**src/design/tgen_pkg.sv**
```systemverilog
`default_nettype none
// ----------------------------------------------------------------------------
// tgen_pkg
// Shared defaults and sequencer state types for the triangle tangent generator.
// ----------------------------------------------------------------------------
package tgen_pkg;

	localparam int unsigned COORD_WIDTH_DEF = 32;
	localparam int unsigned FRAC_BITS_DEF   = 16;

	// main sequencer
	typedef enum logic [2:0] {
		ST_IDLE,
		ST_DELTA,
		ST_MAG,
		ST_MUL,
		ST_FLUSH,
		ST_DIV_GO,
		ST_DIV_WAIT,
		ST_OUT
	} tgen_state_t;

	// divider sequencer
	typedef enum logic [1:0] {
		DV_IDLE,
		DV_RUN,
		DV_FIX
	} tdiv_state_t;

endpackage
`default_nettype wire

```
**src/design/triangle_tangent_generator_top.sv**
```systemverilog
`default_nettype none
// sequence: after the third vertex beat the block forms deltas, magnitudes, the determinant
//   and the numerators, then runs the divider per component unless the triangle is
//   degenerate, and then offers three result beats, one per vertex; a triangle holds
//   the block until its last result beat is taken; the divider yields one bit per cycle
// reset: arst_n clears the sequencer and vertex phase; held vertices are not cleared
// ----------------------------------------------------------------------------
// triangle_tangent_generator_top
// Per-triangle tangent from edge and texture deltas, with one shared
// half-width multiplier and one shared restoring divider.
// ----------------------------------------------------------------------------
module triangle_tangent_generator_top
	import tgen_pkg::*;
#(
	parameter int unsigned COORD_WIDTH = COORD_WIDTH_DEF,
	parameter int unsigned FRAC_BITS   = FRAC_BITS_DEF,
	localparam int unsigned S_DATA_W   = ((5 * COORD_WIDTH + 7) / 8) * 8,
	localparam int unsigned M_DATA_W   = ((3 * COORD_WIDTH + 7) / 8) * 8
) (
	input  wire                   clk,
	input  wire                   arst_n,
	input  wire                   s_tvalid,
	output logic                  s_tready,
	input  wire  [S_DATA_W-1:0]   s_tdata,   // pos_x, pos_y, pos_z, tex_u, tex_v
	output logic                  m_tvalid,
	input  wire                   m_tready,
	output logic [M_DATA_W-1:0]   m_tdata,   // tangent_x, tangent_y, tangent_z
	output logic [0:0]            m_tuser,   // degenerate
	output logic                  m_tlast
);

	localparam int unsigned CW    = COORD_WIDTH;
	localparam int unsigned H     = (CW + 1) / 2;
	localparam int unsigned PP_W  = 2 * H;
	localparam int unsigned ACC_W = 2 * CW + 2;

	// delta slots
	localparam int unsigned D_DU1 = 0;
	localparam int unsigned D_DV1 = 1;
	localparam int unsigned D_DU2 = 2;
	localparam int unsigned D_DV2 = 3;
	localparam int unsigned D_DP1 = 4;
	localparam int unsigned D_DP2 = 7;
	localparam int unsigned N_D   = 10;

	localparam logic [1:0] PH_FIRST  = 2'd0;
	localparam logic [1:0] PH_SECOND = 2'd1;
	localparam logic [1:0] PH_THIRD  = 2'd2;
	localparam logic [1:0] COMP_LAST = 2'd2;
	localparam logic [1:0] BEAT_LAST = 2'd2;

	tgen_state_t state_q, state_d;

	logic [1:0]          phase_q;
	logic [4:0]          step_q;
	logic [1:0]          comp_q;
	logic [1:0]          beat_q;
	logic                vld_s1;

	logic [CW-1:0]       hp_q [6];
	logic [CW-1:0]       ht_q [4];
	logic [CW-1:0]       cp_q [3];
	logic [CW-1:0]       ct_q [2];
	logic [CW:0]         dl_q [N_D];
	logic [CW-1:0]       mag_q [N_D];
	logic                sgn_q [N_D];

	logic [PP_W-1:0]     pp_s1;
	logic [1:0]          sh_s1;
	logic                neg_s1, first_s1, last_s1;
	logic [1:0]          grp_s1;
	logic [ACC_W-1:0]    acc_q;
	logic [ACC_W-1:0]    det_q;
	logic [ACC_W-1:0]    num_q [3];
	logic [CW-1:0]       tan_q [3];
	logic                degen_q;

	logic [CW-1:0]       op_a, op_b;
	logic                sa, sb;
	logic [H-1:0]        half_a, half_b;
	logic [ACC_W-1:0]    shifted, base, acc_nxt;

	logic                div_start, div_done;
	logic [CW-1:0]       div_quot;

	logic                s_beat, m_beat;

	assign s_beat = s_tvalid && s_tready;
	assign m_beat = m_tvalid && m_tready;

	// ---------------- sequencer
	always_ff @(posedge clk or negedge arst_n) begin
		if (!arst_n) begin
			state_q <= ST_IDLE;
			phase_q <= PH_FIRST;
			step_q  <= '0;
			comp_q  <= '0;
			beat_q  <= '0;
			vld_s1  <= 1'b0;
		end else begin
			state_q <= state_d;
			vld_s1  <= (state_q == ST_MUL);
			if (s_beat) begin
				case (phase_q)
					PH_SECOND: phase_q <= PH_THIRD;
					PH_THIRD:  phase_q <= PH_FIRST;
					default:   phase_q <= PH_SECOND;
				endcase
			end
			if (state_q == ST_MUL) begin
				step_q <= step_q + 1'b1;
			end else begin
				step_q <= '0;
			end
			if (state_q == ST_MAG) begin
				comp_q <= '0;
			end else if (state_q == ST_DIV_WAIT && div_done && comp_q != COMP_LAST) begin
				comp_q <= comp_q + 1'b1;
			end
			if (m_beat) begin
				beat_q <= (beat_q == BEAT_LAST) ? 2'd0 : beat_q + 1'b1;
			end
		end
	end

	always_comb begin
		state_d   = state_q;
		s_tready  = 1'b0;
		m_tvalid  = 1'b0;
		div_start = 1'b0;
		case (state_q)
			ST_IDLE: begin
				s_tready = 1'b1;
				if (s_tvalid && phase_q == PH_THIRD) begin
					state_d = ST_DELTA;
				end
			end
			ST_DELTA: begin
				state_d = ST_MAG;
			end
			ST_MAG: begin
				state_d = ST_MUL;
			end
			ST_MUL: begin
				if (step_q == '1) begin
					state_d = ST_FLUSH;
				end
			end
			ST_FLUSH: begin
				state_d = ST_DIV_GO;
			end
			ST_DIV_GO: begin
				if (det_q == '0) begin
					state_d = ST_OUT;
				end else begin
					div_start = 1'b1;
					state_d   = ST_DIV_WAIT;
				end
			end
			ST_DIV_WAIT: begin
				if (div_done) begin
					state_d = (comp_q == COMP_LAST) ? ST_OUT : ST_DIV_GO;
				end
			end
			ST_OUT: begin
				m_tvalid = 1'b1;
				if (m_tready && beat_q == BEAT_LAST) begin
					state_d = ST_IDLE;
				end
			end
			default: begin
				state_d = ST_IDLE;
			end
		endcase
	end

	// ---------------- operand select for the shared multiplier
	always_comb begin
		case ({step_q[4:3], step_q[2]})
			3'b000: begin op_a = mag_q[D_DU1]; sa = sgn_q[D_DU1];
				op_b = mag_q[D_DV2]; sb = sgn_q[D_DV2]; end
			3'b001: begin op_a = mag_q[D_DV1]; sa = sgn_q[D_DV1];
				op_b = mag_q[D_DU2]; sb = sgn_q[D_DU2]; end
			3'b010: begin op_a = mag_q[D_DP1]; sa = sgn_q[D_DP1];
				op_b = mag_q[D_DV2]; sb = sgn_q[D_DV2]; end
			3'b011: begin op_a = mag_q[D_DP2]; sa = sgn_q[D_DP2];
				op_b = mag_q[D_DV1]; sb = sgn_q[D_DV1]; end
			3'b100: begin op_a = mag_q[D_DP1+1]; sa = sgn_q[D_DP1+1];
				op_b = mag_q[D_DV2]; sb = sgn_q[D_DV2]; end
			3'b101: begin op_a = mag_q[D_DP2+1]; sa = sgn_q[D_DP2+1];
				op_b = mag_q[D_DV1]; sb = sgn_q[D_DV1]; end
			3'b110: begin op_a = mag_q[D_DP1+2]; sa = sgn_q[D_DP1+2];
				op_b = mag_q[D_DV2]; sb = sgn_q[D_DV2]; end
			3'b111: begin op_a = mag_q[D_DP2+2]; sa = sgn_q[D_DP2+2];
				op_b = mag_q[D_DV1]; sb = sgn_q[D_DV1]; end
			default: begin op_a = mag_q[D_DU1]; sa = sgn_q[D_DU1];
				op_b = mag_q[D_DV2]; sb = sgn_q[D_DV2]; end
		endcase
	end

	assign half_a = step_q[1] ? H'(op_a[CW-1:H]) : op_a[H-1:0];
	assign half_b = step_q[0] ? H'(op_b[CW-1:H]) : op_b[H-1:0];

	// ---------------- accumulate stage
	always_comb begin
		case (sh_s1)
			2'd0:    shifted = ACC_W'(pp_s1);
			2'd1:    shifted = ACC_W'(pp_s1) << H;
			2'd2:    shifted = ACC_W'(pp_s1) << (2 * H);
			default: shifted = '0;
		endcase
	end

	assign base    = first_s1 ? '0 : acc_q;
	// second term of each pair is subtracted
	assign acc_nxt = base + (shifted ^ {ACC_W{neg_s1}}) + ACC_W'(neg_s1);

	// ---------------- datapath
	always_ff @(posedge clk) begin
		if (s_beat) begin
			case (phase_q)
				PH_SECOND: begin
					for (int k = 0; k < 3; k++) begin
						hp_q[3+k] <= s_tdata[k*CW +: CW];
					end
					ht_q[2] <= s_tdata[3*CW +: CW];
					ht_q[3] <= s_tdata[4*CW +: CW];
				end
				PH_THIRD: begin
					for (int k = 0; k < 3; k++) begin
						cp_q[k] <= s_tdata[k*CW +: CW];
					end
					ct_q[0] <= s_tdata[3*CW +: CW];
					ct_q[1] <= s_tdata[4*CW +: CW];
				end
				default: begin
					for (int k = 0; k < 3; k++) begin
						hp_q[k] <= s_tdata[k*CW +: CW];
					end
					ht_q[0] <= s_tdata[3*CW +: CW];
					ht_q[1] <= s_tdata[4*CW +: CW];
				end
			endcase
		end

		if (state_q == ST_DELTA) begin
			dl_q[D_DU1] <= {ht_q[2][CW-1], ht_q[2]} - {ht_q[0][CW-1], ht_q[0]};
			dl_q[D_DV1] <= {ht_q[3][CW-1], ht_q[3]} - {ht_q[1][CW-1], ht_q[1]};
			dl_q[D_DU2] <= {ct_q[0][CW-1], ct_q[0]} - {ht_q[0][CW-1], ht_q[0]};
			dl_q[D_DV2] <= {ct_q[1][CW-1], ct_q[1]} - {ht_q[1][CW-1], ht_q[1]};
			for (int k = 0; k < 3; k++) begin
				dl_q[D_DP1+k] <= {hp_q[3+k][CW-1], hp_q[3+k]} - {hp_q[k][CW-1], hp_q[k]};
				dl_q[D_DP2+k] <= {cp_q[k][CW-1], cp_q[k]} - {hp_q[k][CW-1], hp_q[k]};
			end
		end

		if (state_q == ST_MAG) begin
			for (int i = 0; i < N_D; i++) begin
				mag_q[i] <= dl_q[i][CW] ? (~dl_q[i][CW-1:0] + 1'b1) : dl_q[i][CW-1:0];
				sgn_q[i] <= dl_q[i][CW];
			end
		end

		// multiply stage: one half-by-half partial product per cycle
		pp_s1    <= PP_W'(half_a) * PP_W'(half_b);
		sh_s1    <= {1'b0, step_q[1]} + {1'b0, step_q[0]};
		neg_s1   <= sa ^ sb ^ step_q[2];
		first_s1 <= (step_q[2:0] == 3'b000);
		last_s1  <= (step_q[2:0] == 3'b111);
		grp_s1   <= step_q[4:3];

		if (vld_s1) begin
			acc_q <= acc_nxt;
			if (last_s1) begin
				case (grp_s1)
					2'd0:    det_q    <= acc_nxt;
					2'd1:    num_q[0] <= acc_nxt;
					2'd2:    num_q[1] <= acc_nxt;
					default: num_q[2] <= acc_nxt;
				endcase
			end
		end

		if (state_q == ST_DIV_GO) begin
			degen_q <= (det_q == '0);
			if (det_q == '0) begin
				for (int k = 0; k < 3; k++) begin
					tan_q[k] <= '0;
				end
			end
		end
		if (state_q == ST_DIV_WAIT && div_done) begin
			tan_q[comp_q] <= div_quot;
		end
	end

	tgen_div #(
		.COORD_WIDTH (COORD_WIDTH),
		.FRAC_BITS   (FRAC_BITS)
	) u_div (
		.clk    (clk),
		.arst_n (arst_n),
		.start  (div_start),
		.num    (num_q[comp_q]),
		.den    (det_q),
		.done   (div_done),
		.quot   (div_quot)
	);

	assign m_tdata    = M_DATA_W'({tan_q[2], tan_q[1], tan_q[0]});
	assign m_tuser[0] = degen_q;
	assign m_tlast    = (beat_q == BEAT_LAST);

`ifndef ASSERT_OFF
	// one triangle in flight: no input beat while results are offered
	a_no_overlap: assert property (@(posedge clk) disable iff (!arst_n)
		!(s_tready && m_tvalid))
		else $error("input ready while result beats pending");

	a_last_to_idle: assert property (@(posedge clk) disable iff (!arst_n)
		m_tvalid && m_tready && m_tlast |=> s_tready)
		else $error("not ready for a vertex after the last result beat");

	a_degen_zero: assert property (@(posedge clk) disable iff (!arst_n)
		m_tvalid && m_tuser[0] |-> (m_tdata == '0))
		else $error("degenerate triangle with nonzero tangent");

	a_div_done_wait: assert property (@(posedge clk) disable iff (!arst_n)
		div_done |-> (state_q == ST_DIV_WAIT))
		else $error("divider finished outside its wait state");
`endif

endmodule
`default_nettype wire

```
**src/design/tgen_div.sv**
```systemverilog
`default_nettype none
// ----------------------------------------------------------------------------
// tgen_div
// Restoring divider, one quotient bit per cycle: num * 2^FRAC_BITS / den,
// truncated toward zero and saturated to the signed coordinate range.
// ----------------------------------------------------------------------------
module tgen_div
	import tgen_pkg::*;
#(
	parameter int unsigned COORD_WIDTH = COORD_WIDTH_DEF,
	parameter int unsigned FRAC_BITS   = FRAC_BITS_DEF,
	localparam int unsigned ACC_W      = 2 * COORD_WIDTH + 2
) (
	input  wire                     clk,
	input  wire                     arst_n,
	input  wire                     start,
	input  wire  [ACC_W-1:0]        num,
	input  wire  [ACC_W-1:0]        den,
	output logic                    done,
	output logic [COORD_WIDTH-1:0]  quot
);

	localparam int unsigned MAG_W = 2 * COORD_WIDTH + 1;
	localparam int unsigned NSH_W = MAG_W + FRAC_BITS;
	localparam int unsigned DSH_W = MAG_W + COORD_WIDTH;
	localparam int unsigned DW    = (NSH_W > DSH_W) ? NSH_W : DSH_W;
	localparam int unsigned CNT_W = $clog2(COORD_WIDTH + 1);

	localparam logic [COORD_WIDTH-1:0] Q_MAX = {1'b0, {(COORD_WIDTH-1){1'b1}}};
	localparam logic [COORD_WIDTH-1:0] Q_MIN = {1'b1, {(COORD_WIDTH-1){1'b0}}};

	tdiv_state_t state_q, state_d;

	logic [DW-1:0]          r_q;
	logic [DW-1:0]          dsh_q;
	logic [COORD_WIDTH:0]   q_q;
	logic                   neg_q;
	logic [CNT_W-1:0]       cnt_q;
	logic                   done_q;
	logic [COORD_WIDTH-1:0] quot_q;

	logic [ACC_W-1:0]       num_abs, den_abs;
	logic [DW:0]            diff;
	logic                   ge;
	logic [COORD_WIDTH-1:0] q_lo, q_neg;
	logic                   sat;

	assign num_abs = num[ACC_W-1] ? (~num + 1'b1) : num;
	assign den_abs = den[ACC_W-1] ? (~den + 1'b1) : den;

	assign diff = {1'b0, r_q} - {1'b0, dsh_q};
	assign ge   = !diff[DW];

	assign q_lo  = q_q[COORD_WIDTH-1:0];
	assign q_neg = ~q_lo + 1'b1;
	// quotient bit at position COORD_WIDTH already means overflow
	assign sat   = q_q[COORD_WIDTH] |
		(neg_q ? (q_lo[COORD_WIDTH-1] & (|q_lo[COORD_WIDTH-2:0])) : q_lo[COORD_WIDTH-1]);

	always_ff @(posedge clk or negedge arst_n) begin
		if (!arst_n) begin
			state_q <= DV_IDLE;
			cnt_q   <= '0;
			done_q  <= 1'b0;
		end else begin
			state_q <= state_d;
			done_q  <= (state_q == DV_FIX);
			if (state_q == DV_IDLE) begin
				cnt_q <= CNT_W'(COORD_WIDTH);
			end else if (state_q == DV_RUN) begin
				cnt_q <= cnt_q - 1'b1;
			end
		end
	end

	always_comb begin
		state_d = state_q;
		case (state_q)
			DV_IDLE: begin
				if (start) begin
					state_d = DV_RUN;
				end
			end
			DV_RUN: begin
				if (cnt_q == '0) begin
					state_d = DV_FIX;
				end
			end
			DV_FIX: begin
				state_d = DV_IDLE;
			end
			default: begin
				state_d = DV_IDLE;
			end
		endcase
	end

	always_ff @(posedge clk) begin
		case (state_q)
			DV_IDLE: begin
				if (start) begin
					r_q   <= DW'(num_abs[MAG_W-1:0]) << FRAC_BITS;
					dsh_q <= DW'(den_abs[MAG_W-1:0]) << COORD_WIDTH;
					neg_q <= num[ACC_W-1] ^ den[ACC_W-1];
				end
			end
			DV_RUN: begin
				if (ge) begin
					r_q <= diff[DW-1:0];
				end
				q_q   <= {q_q[COORD_WIDTH-1:0], ge};
				dsh_q <= dsh_q >> 1;
			end
			DV_FIX: begin
				quot_q <= sat ? (neg_q ? Q_MIN : Q_MAX) : (neg_q ? q_neg : q_lo);
			end
			default: begin
			end
		endcase
	end

	assign done = done_q;
	assign quot = quot_q;

endmodule
`default_nettype wire
```
**config.mk**
```make
export PLATFORM = sky130hd
export DESIGN_NAME = triangle_tangent_generator_top
export DESIGN_NICKNAME = d
export VERILOG_FILES = /design/src/design/tgen_pkg.sv /design/src/design/triangle_tangent_generator_top.sv /design/src/design/tgen_div.sv
export SDC_FILE = /design/constraint.sdc
export NUM_CORES = 2
export LEC_CHECK = 0
export BUFFER_PORTS_ARGS = -buffer_cell sky130_fd_sc_hd__clkbuf_2
export CAP_MARGIN = 20
export CORE_UTILIZATION = 64
export DETAILED_ROUTE_END_ITERATION = 10
export PLACE_DENSITY = 0.82
export RECOVER_POWER = 100
export SLEW_MARGIN = 20
export SYNTH_ARGS = -nofsm -noshare
export SYNTH_HDL_FRONTEND = slang
export SYNTH_SLANG_ARGS = --single-unit
```
**constraint.sdc**
```tcl
create_clock -name clk -period 75 [get_ports clk]
set_input_delay 11.25 -clock clk [delete_from_list [all_inputs] [get_ports clk]]
set_output_delay 11.25 -clock clk [all_outputs]
set_load 0.01 [all_outputs]
```
# Yosys cells after proc, flatten, opt, wreduce, memory -nomap -nowiden

Memories as Yosys holds them, arrays and structs flattened.
Index checks and enable logic that the tools add are counted.

Equality and inequality tests: 34
Multiplexer cells: 104
Bitwise gates (word level): 19
Reduce and logical (&&, ||, !) cells: 36
$add $sub $neg: 31
$mul: 1

Operators with widths:

| cell                  | number |
|---|---|
| $mux 32               | 19 |
| $pmux 97 s2           | 2 |
| $add 32x1->32 const B | 11 |
| $not 32->32           | 11 |
| $sub 32x32->33        | 10 |
| $mux 97               | 3 |
| $pmux 32 s8           | 1 |
| $mux 66               | 3 |
| $pmux 64 s3           | 1 |
| $reduce_or 32->1      | 6 |
| $reduce_or 66->1      | 2 |
| $add 65x1->65 const B | 2 |
| $mux 65               | 2 |
| $not 65->65           | 2 |
| $sub 97x97->98        | 1 |
| $pmux 32 s3           | 1 |
| $add 66x1->66         | 1 |
| $add 66x66->66        | 1 |
| $logic_not 66->1      | 1 |
| $xor 66x66->66        | 1 |
| $mux 1                | 44 |
| $mul 16x16->32        | 1 |
| $mux 16               | 2 |
| $reduce_or 31->1      | 1 |
| other kinds (35)      | 96 |

Memories: 9
Logic and storage cells: 257
Bits in registers: 456
Input bits: 164
RAM bits: 1,434

Memories:

| name            | depth | bits a word | rd ports | clocked after memory_dff | write ports | line                                 | source |
|---|---|---|---|---|---|---|---|
| dl_q            | 10    | 33          | 10       | 0                        | 10          | triangle_tangent_generator_top.sv:64 | `logic [CW:0] dl_q [N_D];` |
| mag_q           | 10    | 32          | 10       | 0                        | 10          | triangle_tangent_generator_top.sv:65 | `logic [CW-1:0] mag_q [N_D];` |
| num_q           | 3     | 66          | 1        | 0                        | 1           | triangle_tangent_generator_top.sv:74 | `logic [ACC_W-1:0] num_q [3];` |
| hp_q            | 6     | 32          | 6        | 0                        | 3           | triangle_tangent_generator_top.sv:60 | `logic [CW-1:0] hp_q [6];` |
| ht_q            | 4     | 32          | 4        | 0                        | 2           | triangle_tangent_generator_top.sv:61 | `logic [CW-1:0] ht_q [4];` |
| cp_q            | 3     | 32          | 3        | 0                        | 3           | triangle_tangent_generator_top.sv:62 | `logic [CW-1:0] cp_q [3];` |
| 3 more memories | -     | -           | -        | -                        | -           | -                                    |  |

# Longest topological paths before layout

Depth in word-level cells: 8
Mapped depth: 35
Mapped depth without buffers: 32

# Cells and area by module

Synthesis repeated with hierarchy kept, for this count alone.

Cell total of the unflattened synthesis: 9,804
Area total of the unflattened synthesis: 109,750.3 um2

By module, submodules not included:

| module                         | sequential area each (um2) | cells an instance | instances | area each (um2) |
|---|---|---|---|---|
| triangle_tangent_generator_top | 48,211.2                   | 7,464             | 1         | 89,514.6 |
| tgen_div                       | 8,032.7                    | 2,340             | 1         | 20,235.7 |

# Least setup slack after synthesis

Ideal clock, no wire load.

Path kind: reg2reg
Start point: reg state_q[0]
End point: mem mag_q[0][0] (netlist name) (enable)
Required time: 73,501 ps
Data arrival time: 24,528 ps
Cell stages (with the launch flop): 3
Library setup time: 1,499 ps
Slack: 48,973 ps
Cells stage by stage: dfrtp_1 clkbuf_1 nor3b_1

RTL lines:

| item                   | line                                  | source |
|---|---|---|
| from (decl)            | triangle_tangent_generator_top.sv:52  | `tgen_state_t state_q, state_d;` |
| from (signal assigned) | triangle_tangent_generator_top.sv:101 | `state_q <= state_d;` |
| to (decl)              | triangle_tangent_generator_top.sv:65  |  |

==> summary.txt <==
Run status
  • Status: finished with violations
  • Failing checks: capacitance limit, slew limit

Detailed routing
  • WL/cell: 22.4 um
  • Total Wirelength: 274 mm
  • Drt drc: 0
  • Final ANT Viol Nets: 0
  • Vias/cell: 6.23
  • Initial DRC count: 7209
  • Via count: 76400
  • First-pass iteration count of the detailed router: 6

Floorplan
  • Die width: 415 um
  • Row cnt: 151
  • Die height: 415 um
  • Die area: 172000 um2
  • Starting Density: 0.644
  • Num ports: 264
  • Core Region: 169000 um2

Clock tree
  • Clock transition at path regs: 60 ps
  • H-tree depth: 4
  • Hold buffers post-CTS: 0
  • CTS buffer count: 189
  • CTS tree: yes
  • Post-CTS sizing: 0
  • Clk_lat worst skew: 880 ps
  • CTS Sinks: 1890
  • Maximum buffer depth of the clock tree: 3
  • Post-CTS Setup Bufs: 0
  • Clock root cell: clkbuf_16

Critical path
  • Setup crit start kind: input port
  • Endpoint class of the critical path: flip-flop
  • CP bufs+invs: 4
  • Worst reg2reg endpoint: dl_q[9][23]$_DFFE_PP_
  • R2r startpoint: state_q[1]$_DFFE_PN0P_
  • CP Cell Sequence: clkbuf_1, and3_2, clkbuf_1, clkbuf_1, clkbuf_1
  • Worst path slowest cell: clkbuf_1
  • Delay-heaviest family, CP: buffers and inverters
  • Reg2Reg Depth: 7
  • Slowest Stage Delay on Critical Path: 2730 ps
  • Crit-path max FO: 64
  • R2R setup slack: 60370 ps
  • Worst path most repeated cell: clkbuf_1
  • Crit Path Class: in -> reg
  • Critical Path RT: 75380 ps
  • WP data arrival: 18770 ps
  • Levels on crit path: 5

Timing
  • Max Fclk: 0.0544 GHz
  • Final hold vios: 0
  • Least-Margin Pin Slew: 10620 ps
  • Slew margin rel.: -6.08
  • Period utilization: 0.245
  • Unrepaired setup endpoints after global routing: false
  • Final slew viol count: 2364
  • Setup TNS: 0 ps
  • Post-layout min period: 18390 ps
  • Setup violations, final: 0
  • Clock Skew: 56.8 ps

Worst hold path
  • Hold Path Class: reg -> reg
  • Hold Path Cell Cnt: 0
  • Worst Hold Path EP: grp_s1[1]$_DFF_P_
  • Hold wc startpoint: step_q[4]$_DFF_PN0_

Placed design
  • HPWL Detailed: 203 mm
  • Port Buffer Count: 263
  • Placed cell areas: 113000 um2
  • Gpl congestion: 1.03

Global route
  • First-pass GRT wire length: 423 mm
  • Maximum number of pins on one net before global-route repair: 206
  • Grt total ovfl: 0
  • Initial antenna violation count: 2
  • Vias in the first global route: 75600
  • GRT Util Overall: 0.314

Pwr
  • Pwr Density: 18.1 nW/um2
  • Pleak: 44.8 nW
  • Max VDD drop: 24.2 uV

Synthesis
  • Top cell type's share of synthesized area: 0.503
  • Sequential share of the synthesized area: 0.516
  • Synth area leaders: edfxtp_1 50%, ha_1 7.0%, xnor2_1 5.5%, fa_1 3.8%, a21oi_1 2.7%
  • Post-synth EDFFs: 1827
  • Synth Area per Inst: 11.3 um2
  • Cells after synthesis: 9672
  • Mapped Nets: 10700
  • Main synth FF type: edfxtp_1
  • #FFs+latches synth: 1890
  • Synthesized area: 109000 um2
  • Yosys warnings: 0
  • Largest area contributor in the netlist: edfxtp_1
  • Post-synth ARST share: 0.0127
  • Post-synth cell types: 96

Cells and area
  • Most frequent cells in the layout: 1827 x edfxtp_1, 765 x nand2_1, 713 x inv_1, 690 x nor2_1, 690 x xnor2_1
  • Layout cells sized above 1: 0.0480
  • Antenna Cells: 0
  • Design area: 118000 um2
  • Final design utilization: 0.700
  • Area growth syn-to-layout: 8.64%
  • Most common library cell in the layout ignoring fill and taps: edfxtp_1
  • Fin nets: 10900

Flow run
  • Max Cap Viol: 39
## flip-flops by register name (all words and copies together), names as in the netlist, 3 cells and up
| signal | count |
|---|---|
| acc_q | 66 |
| cp_q | 96 |
| ct_q | 64 |
| det_q | 66 |
| dl_q | 330 |
| hp_q | 192 |
| ht_q | 128 |
| mag_q | 320 |
| num_q | 198 |
| pp_s1 | 32 |
| sgn_q | 10 |
| state_q | 3 |
| step_q | 5 |
| tan_q | 96 |
| u_div.cnt_q | 6 |
| u_div.dsh_q | 97 |
| u_div.q_q | 33 |
| u_div.quot | 32 |
| u_div.r_q | 97 |
## worst max-delay path by stage
stage                                start                      to  slack (ps)
CTS                 state_q[2]$_DFFE_PN0P_                s_tready       61560
global route                      s_tvalid   hp_q[0][87]$_DFFE_PP_       55880
detailed placement                s_tvalid  hp_q[0][163]$_DFFE_PP_       60810
floorplan           state_q[0]$_DFFE_PN0P_   mag_q[0][0]$_DFFE_PP_       48970
global placement                  s_tvalid   hp_q[0][65]$_DFFE_PP_       60910
finish                            s_tvalid   hp_q[0][77]$_DFFE_PP_       56610
## cell families after synthesis
| kind of cell | after synthesis | synth area share |
|---|---|---|
| compound gates | 2244 | 0.132 |
| xor+xnor | 945 | 0.0759 |
| fa+ha+maj | 815 | 0.108 |
| buf+inv | 1054 | 0.0369 |
| flops | 1890 | 0.516 |
| mux | 186 | 0.0195 |
| simple gates | 2538 | 0.113 |
## metrics by stage
| stage | total power [W] | std cells | hold slack [ps] | worst slack, ps |
|---|---|---|---|---|
| 3_5_place_dp | 0.00117 | 11900 | 365 | 60810 |
| 5_1_grt | 0.00219 | 12300 | 398 | 55880 |
| 3_3_place_gp | 0.00117 | 11900 | 356 | 60910 |
| 6_report | 0.00214 | 12300 | 386 | 56610 |
| 2_1_floorplan | 0.00117 | 9672 | 345 | 48970 |
| 4_1_cts | 0.00215 | 12300 | 391 | 61560 |
## per-layer routing
layer	global-route usage	routed length (um)
met1	0.402	110000
met2	0.539	136000
met3	0.0383	16500
met4	0.136	12500
met5	0	27
## report_power, final
| part | total (W) | internal (W) | switching, W |
|---|---|---|---|
| Sequential | 0.00114 | 0.00114 | 0 |
| Combinational | 0.00000578 | 0.00000188 | 0.00000387 |
| Clock | 0.000991 | 0.000570 | 0.000421 |
## cells in the mapped netlist, types with 83 or more instances
master	number
edfxtp_1	1827
nand2_1	765
inv_1	715
nor2_1	692
xnor2_1	690
ha_1	609
a21oi_1	586
o21ai_0	545
clkbuf_1	292
a21o_1	269
xor2_1	255
fa_1	206
and3_1	154
nor2b_1	150
nor3_1	129
mux2i_1	126
o31ai_1	123
nand2b_1	104
nand3_1	103
or3_1	96
o21a_1	84
nand4_1	83
or4_1	83
## final cells by class
class                      instances  area (um2)
clock buffer                     205        4790
fill                           12100       50800
sequential                      1890       56300
clock inverter                   150        1720
tap                             2218        2780
inverter                         717        2690
multi-input combinational       6728       48700
timing repair buffer             353        1480
Note: power is estimated with default switching activity, not from simulation.
